<file path="config.mk">
export PLATFORM = sky130hd
export DESIGN_NAME = rks_cell
export DESIGN_NICKNAME = d
export VERILOG_FILES = /design/src/hdl/rks_pkg.sv /design/src/hdl/rks_cell.sv
export SDC_FILE = /design/constraint.sdc
export NUM_CORES = 1
export LEC_CHECK = 0
export BUFFER_PORTS_ARGS = -buffer_cell sky130_fd_sc_hd__buf_2
export CORE_ASPECT_RATIO = 0.5
export CORE_MARGIN = 10
export CORE_UTILIZATION = 25
export CTS_CLUSTER_DIAMETER = 200
export CTS_CLUSTER_SIZE = 12
export DETAILED_ROUTE_END_ITERATION = 16
export SKIP_LAST_GASP = 1
export SYNTH_ARGS = -nofsm -noshare
export SYNTH_HDL_FRONTEND = slang
export SYNTH_SLANG_ARGS = --single-unit
</file>
<file path="constraint.sdc">
create_clock -name i_clk -period 19.59 [get_ports i_clk]
set_input_delay 1.959 -clock i_clk [delete_from_list [all_inputs] [get_ports i_clk]]
set_output_delay 1.959 -clock i_clk [all_outputs]
set_load 0.03 [all_outputs]
</file>
<file path="src/hdl/rks_pkg.sv">
`timescale 1ns / 1ps
// ----------------------------------------------------------------------------
// rks_pkg
// Shared types and constants for the recency ordered key set.
// ----------------------------------------------------------------------------
package rks_pkg;

    localparam int KEY_W = 64;
    localparam int OCC_W = 9;

    localparam logic OP_REMEMBER = 1'b0;
    localparam logic OP_CONSUME  = 1'b1;

    // per-cycle commands broadcast to every cell of the chain
    typedef struct packed {
        logic cmp_en;    // capture key match
        logic shift_en;  // cells at or above shift position take the neighbor key
        logic load_en;   // cell at load position takes the transaction key
    } t_cell_ctrl;

endpackage

</file>
<file path="src/hdl/rks_cell.sv">
`timescale 1ns / 1ps
// ----------------------------------------------------------------------------
// rks_cell
// One slot of the key chain: holds a key, flags a match against the
// broadcast key, and takes its newer neighbor's key when the chain closes up.
// ----------------------------------------------------------------------------
module rks_cell
    import rks_pkg::*;
#(
    parameter int IDX   = 0,
    parameter int IDX_W = 8,
    parameter int CNT_W = 9
) (
    input  logic             i_clk,
    input  t_cell_ctrl       i_ctrl,
    input  logic [KEY_W-1:0] i_key,
    input  logic [KEY_W-1:0] i_nbr_key,
    input  logic [CNT_W-1:0] i_count,
    input  logic [IDX_W-1:0] i_shift_pos,
    input  logic [IDX_W-1:0] i_load_pos,
    output logic [KEY_W-1:0] o_key,
    output logic             o_hit
);

    logic [KEY_W-1:0] r_key;
    logic             r_hit;
    logic             slot_valid;
    logic             take_load;
    logic             take_shift;

    assign slot_valid = (CNT_W'(IDX) < i_count);
    assign take_load  = i_ctrl.load_en && (i_load_pos == IDX_W'(IDX));
    assign take_shift = i_ctrl.shift_en && (IDX_W'(IDX) >= i_shift_pos);

    always_ff @(posedge i_clk) begin
        if (i_ctrl.cmp_en) begin
            r_hit <= slot_valid && (r_key == i_key);
        end
        // load wins over shift: the newest slot takes the key while the gap closes beneath it
        if (take_load) begin
            r_key <= i_key;
        end else if (take_shift) begin
            r_key <= i_nbr_key;
        end
    end

    assign o_key = r_key;
    assign o_hit = r_hit;

endmodule

</file>
# After elaboration in Yosys (flattened, before gate mapping)
# Index checks and enable logic that the tools add are counted.
[totals] ff_bits=65 latchBits=0 ramBits=0 romBits=0 output_inout_bits=65 elab_cells=12 memories=0
[op_classes] addsub=0 mul=0 div=0 n_lt_le_gt_ge=2 n_eq_ne=1 n_shift=0 muxes=2 n_bitwise=0 reduce_logical=5
[op_table] cell="64-bit 2-to-1 mux" n=2
[op_table] cell="64-bit == test" n=1
[op_table] cell="1-bit by 9-bit < comparator with 1-bit output, first input constant" n=1
[op_table] cell="1-bit by 8-bit greater-or-equal comparator with 1-bit output, first input constant" n=1
[op_table] cell="8-bit logical NOT" n=1
[op_table] cell="1-bit logical AND" n=3
[op_table] cell="2-bit nonzero test" n=1

# Longest topological paths before layout
[depth] depth_word=4 ltp_mapped=5 depth_no_buf=5

# Worst setup path after synthesis
# OpenSTA, ideal clock, no wires.
[synth_timing] path_kind="input port to flip-flop" from="input port i_shift_pos[5]" to="register r_key[0], in the netlist o_key[0] (enable)" setup_ns=0.663 t_arrival_ns=8.788 path_slack_ns=10.139 cell_stages=3 path_cell_list="nor4_1 -> nand3b_1 -> o41ai_1"
[synth_via] elab_chain_cells=3
[synth_rtl] element="from (decl)" line_no="rks_cell.sv:19" text="input logic [IDX_W-1:0] i_shift_pos,"
[synth_rtl] element="1-bit by 8-bit greater-or-equal comparator with 1-bit output" line_no="rks_cell.sv:33" text="assign take_shift = i_ctrl.shift_en && (IDX_W'(IDX) >= i_shift_pos);"
[synth_rtl] element="1-bit logical AND" line_no="rks_cell.sv:33"
[synth_rtl] element="2-bit nonzero test (no source line)"
[synth_rtl] element="to (signal assigned)" line_no="rks_cell.sv:41" text="r_key <= i_key;"
[synth_rtl] element="to (signal assigned)" line_no="rks_cell.sv:43" text="r_key <= i_nbr_key;"
[synth_rtl] element="to (decl)" line_no="rks_cell.sv:25" text="logic [KEY_W-1:0] r_key;"
# No other way between the ends.
# A chain may end at the register's enable or synchronous reset.

# Final worst setup path
[layout_timing] from="input port i_load_pos[2]" to="register r_key[1], in the netlist o_key[1], data pin"
[layout_via] elab_chain_cells=3
[layout_rtl] element="from (decl)" line_no="rks_cell.sv:20" text="input logic [IDX_W-1:0] i_load_pos,"
[layout_rtl] element="8-bit logical NOT" line_no="rks_cell.sv:32" text="assign take_load = i_ctrl.load_en && (i_load_pos == IDX_W'(IDX));"
[layout_rtl] element="1-bit logical AND" line_no="rks_cell.sv:32"
[layout_rtl] element="64-bit 2-to-1 mux" line_no="rks_cell.sv:40" text="if (take_load) begin"
# No other way between the ends.

==> qor.yml <==
synthesis:
  netlist_area_sq_mm: 0.00368
  yosys_warnings: 0
  ys_types: 16
  netlist_instances: 232
  synth_fp_nets: 389
  yosysTopAreaCellShare_pct: 53.0
  synth.area.top_cells: "edfxtp_1 53%, mux2_4 20%, xnor2_1 7.6%"
  yosysSeqAreaShare_pct: 53.0
  synth_seq_cells: 65
  synth_area_per_cell_sq_um: 15.9
  yosys.area.top_type: "edfxtp_1"
setup_path:
  crit_start: "i_load_pos[2]"
  reg2reg_from: "o_key[61]"
  crit_required_ps: 19660
  cp-end-kind: "register"
  crit_path_start_kind: "primary input"
  critical_path.max_fanout: 39
  crit_arrival_ps: 3680
  criticalPathCategory: "primary input to register"
clocking:
  clk_path_buf_depth: 2
  cts-resized-gates: 0
  cts_tree: "done"
  cts_root_buf: "clkbuf_16"
  holdBufCountCts: 0
  numCtsBuffers: 9
  worstSkewPairLatency_ps: 320
  cts_setup_buffers: 0
  htreeDepth: 3
  path_clk_slew_ps: 50
  clock-sinks: 65
floorplanning:
  die_h_microns: 106
  die-area_sq_mm: 0.0203
  rows: 31
  start_util_pct: 25.5
  core_sq_mm: 0.0144
  die_width_microns: 192
  io_pins: 222
status:
  status: "finished, final reports clean"
finish:
  final-seq-area_sq_mm: 0.00195
  multi_input_area_sq_mm: 0.00167
  mostFrequentLayoutCells: "221 x buf_2, 65 x edfxtp_1, 49 x mux2_4, 32 x xor2_1, 32 x xnor2_1"
  fin_area_sq_mm: 0.00526
  final_common_cell: "buf_2"
  nets: 618
  area_growth_pct: 42.7
  fillers: 1463
  drive_gt1_share_pct: 64.3
detailed_routing:
  wl_per_cell_microns: 18.3
  via_count: 2699
  post-route-drc-count: 0
  drt-pass1-iter-count: 4
  drt_iter0_markers: 133
  wl_microns: 12200
  ant_nets: 0
  via_per_inst: 4.06
flow_run:
  cap_violations: 0
sta:
  fin_crit_sh_pct: 18.5
  final.min_clock_period_ps: 3610
  fin_ws_ps: 15980
  rsz0062_at_grt: "no"
  relSlewSlack_pct: 53.6
  final.setup.tns_ps: 0
  hold_violations: 0
  max_freq_ghz: 0.277
  worst_pin_slew_ps: 696
  fin_worst_skew_ps: 4.77
  drv_slew: 0
  setup_viol: 0
placed_design:
  gp_congestion: 0.752
  place_hpwl_microns: 10000
  io_buffer_count: 221
  place_area_sq_mm: 0.00501
  dpl_worst_slack_ps: 15620
min_path:
  holdCritStartpoint: "o_key[13]"
  hold_path.class: "register to register"
global_routing:
  grt_usage_pct: 11.5
  antenna_found_initial: 2
  grt_max_degree: 40
  grt_pass1_vias: 3183
  grt_overflow: 0
  grt_pass1_wl_microns: 17800
pwr:
  p_leak_nw: 2.36
  power_density_mw_per_mm2: 63.2
  irDropWorstVdd_v: 0.0000463
  power_w: 0.000332
-- worst max-delay path: stages --
cell	delay, ps
buf_2	80
nor4_1	40
nand4b_1	80
buf_4	420
buf_4	660
mux2_2	410
-- final cells by class --
cell class	instances	area share, %
diodes	1	0.0476
clock buffers	14	4.64
repair buffers	225	21.6
well taps	198	4.71
multi-input cells	160	31.8
clock inverters	1	0.0714
flip-flops and latches	65	37.1
-- sequential cells by signal (all words and copies together) (netlist names) --
signal	cells
o_hit	1
o_key	64
-- synth_stat cells --
cell,number
nor2_1,1
buf_4,1
clkbuf_1,1
nand4b_1,1
xnor2_1,32
o41ai_1,1
mux2_4,49
buf_6,5
nand3b_1,1
xor2_1,32
nor4_1,13
edfxtp_1,65
nand4_1,10
nand3_1,2
nor3_1,3
mux2_2,15
-- final timing paths --
path,end,cells past startpoint,slack [ps]
setup reg to reg,o_hit,5,17790
hold reg to reg,o_hit,5,870
setup / recovery,o_key[1],6,15980
hold / removal,o_hit,5,870
-- report_power, final --
group,switching (W),internal [W]
clock,0.0000555,0.0000848
sequential,0.000000398,0.000154
combinational,0.0000142,0.0000237
total,0.0000701,0.000262
-- routing by layer --
| layer | part of all wire (%) | vias to the layer above | routed length [microns] | global-route usage, % |
|---|---|---|---|---|
| li1 | - | 1340 | - | - |
| met1 | 33 | 1294 | 4070 | 10.4 |
| met2 | 61 | 51 | 7480 | 24.1 |
| met3 | 4.1 | 12 | 494 | 3.06 |
| met4 | 0.99 | 2 | 121 | 3.27 |
| met5 | 0.11 | - | 13 | 0 |
-- cells by family after synthesis --
kind of cell | after synthesis | synth area share, %
AOI/OAI and AO/OA | 1 | 0.238
xor gates and xnor gates | 64 | 15.2
buffers and inverters | 7 | 1.83
DFF | 65 | 53.0
muxes | 64 | 24.6
and+or+nand+nor | 31 | 5.13
-- per-stage QoR --
stage          std cells  hold WS (ps)  utilization (%)
4_1_cts              663           883             36.4
5_1_grt              664           924             36.4
6_report             664           871             36.4
2_1_floorplan        232           974                -
3_3_place_gp         648           866             34.7
3_5_place_dp         648           865             34.7
Note: power is estimated with default switching activity, not from simulation.
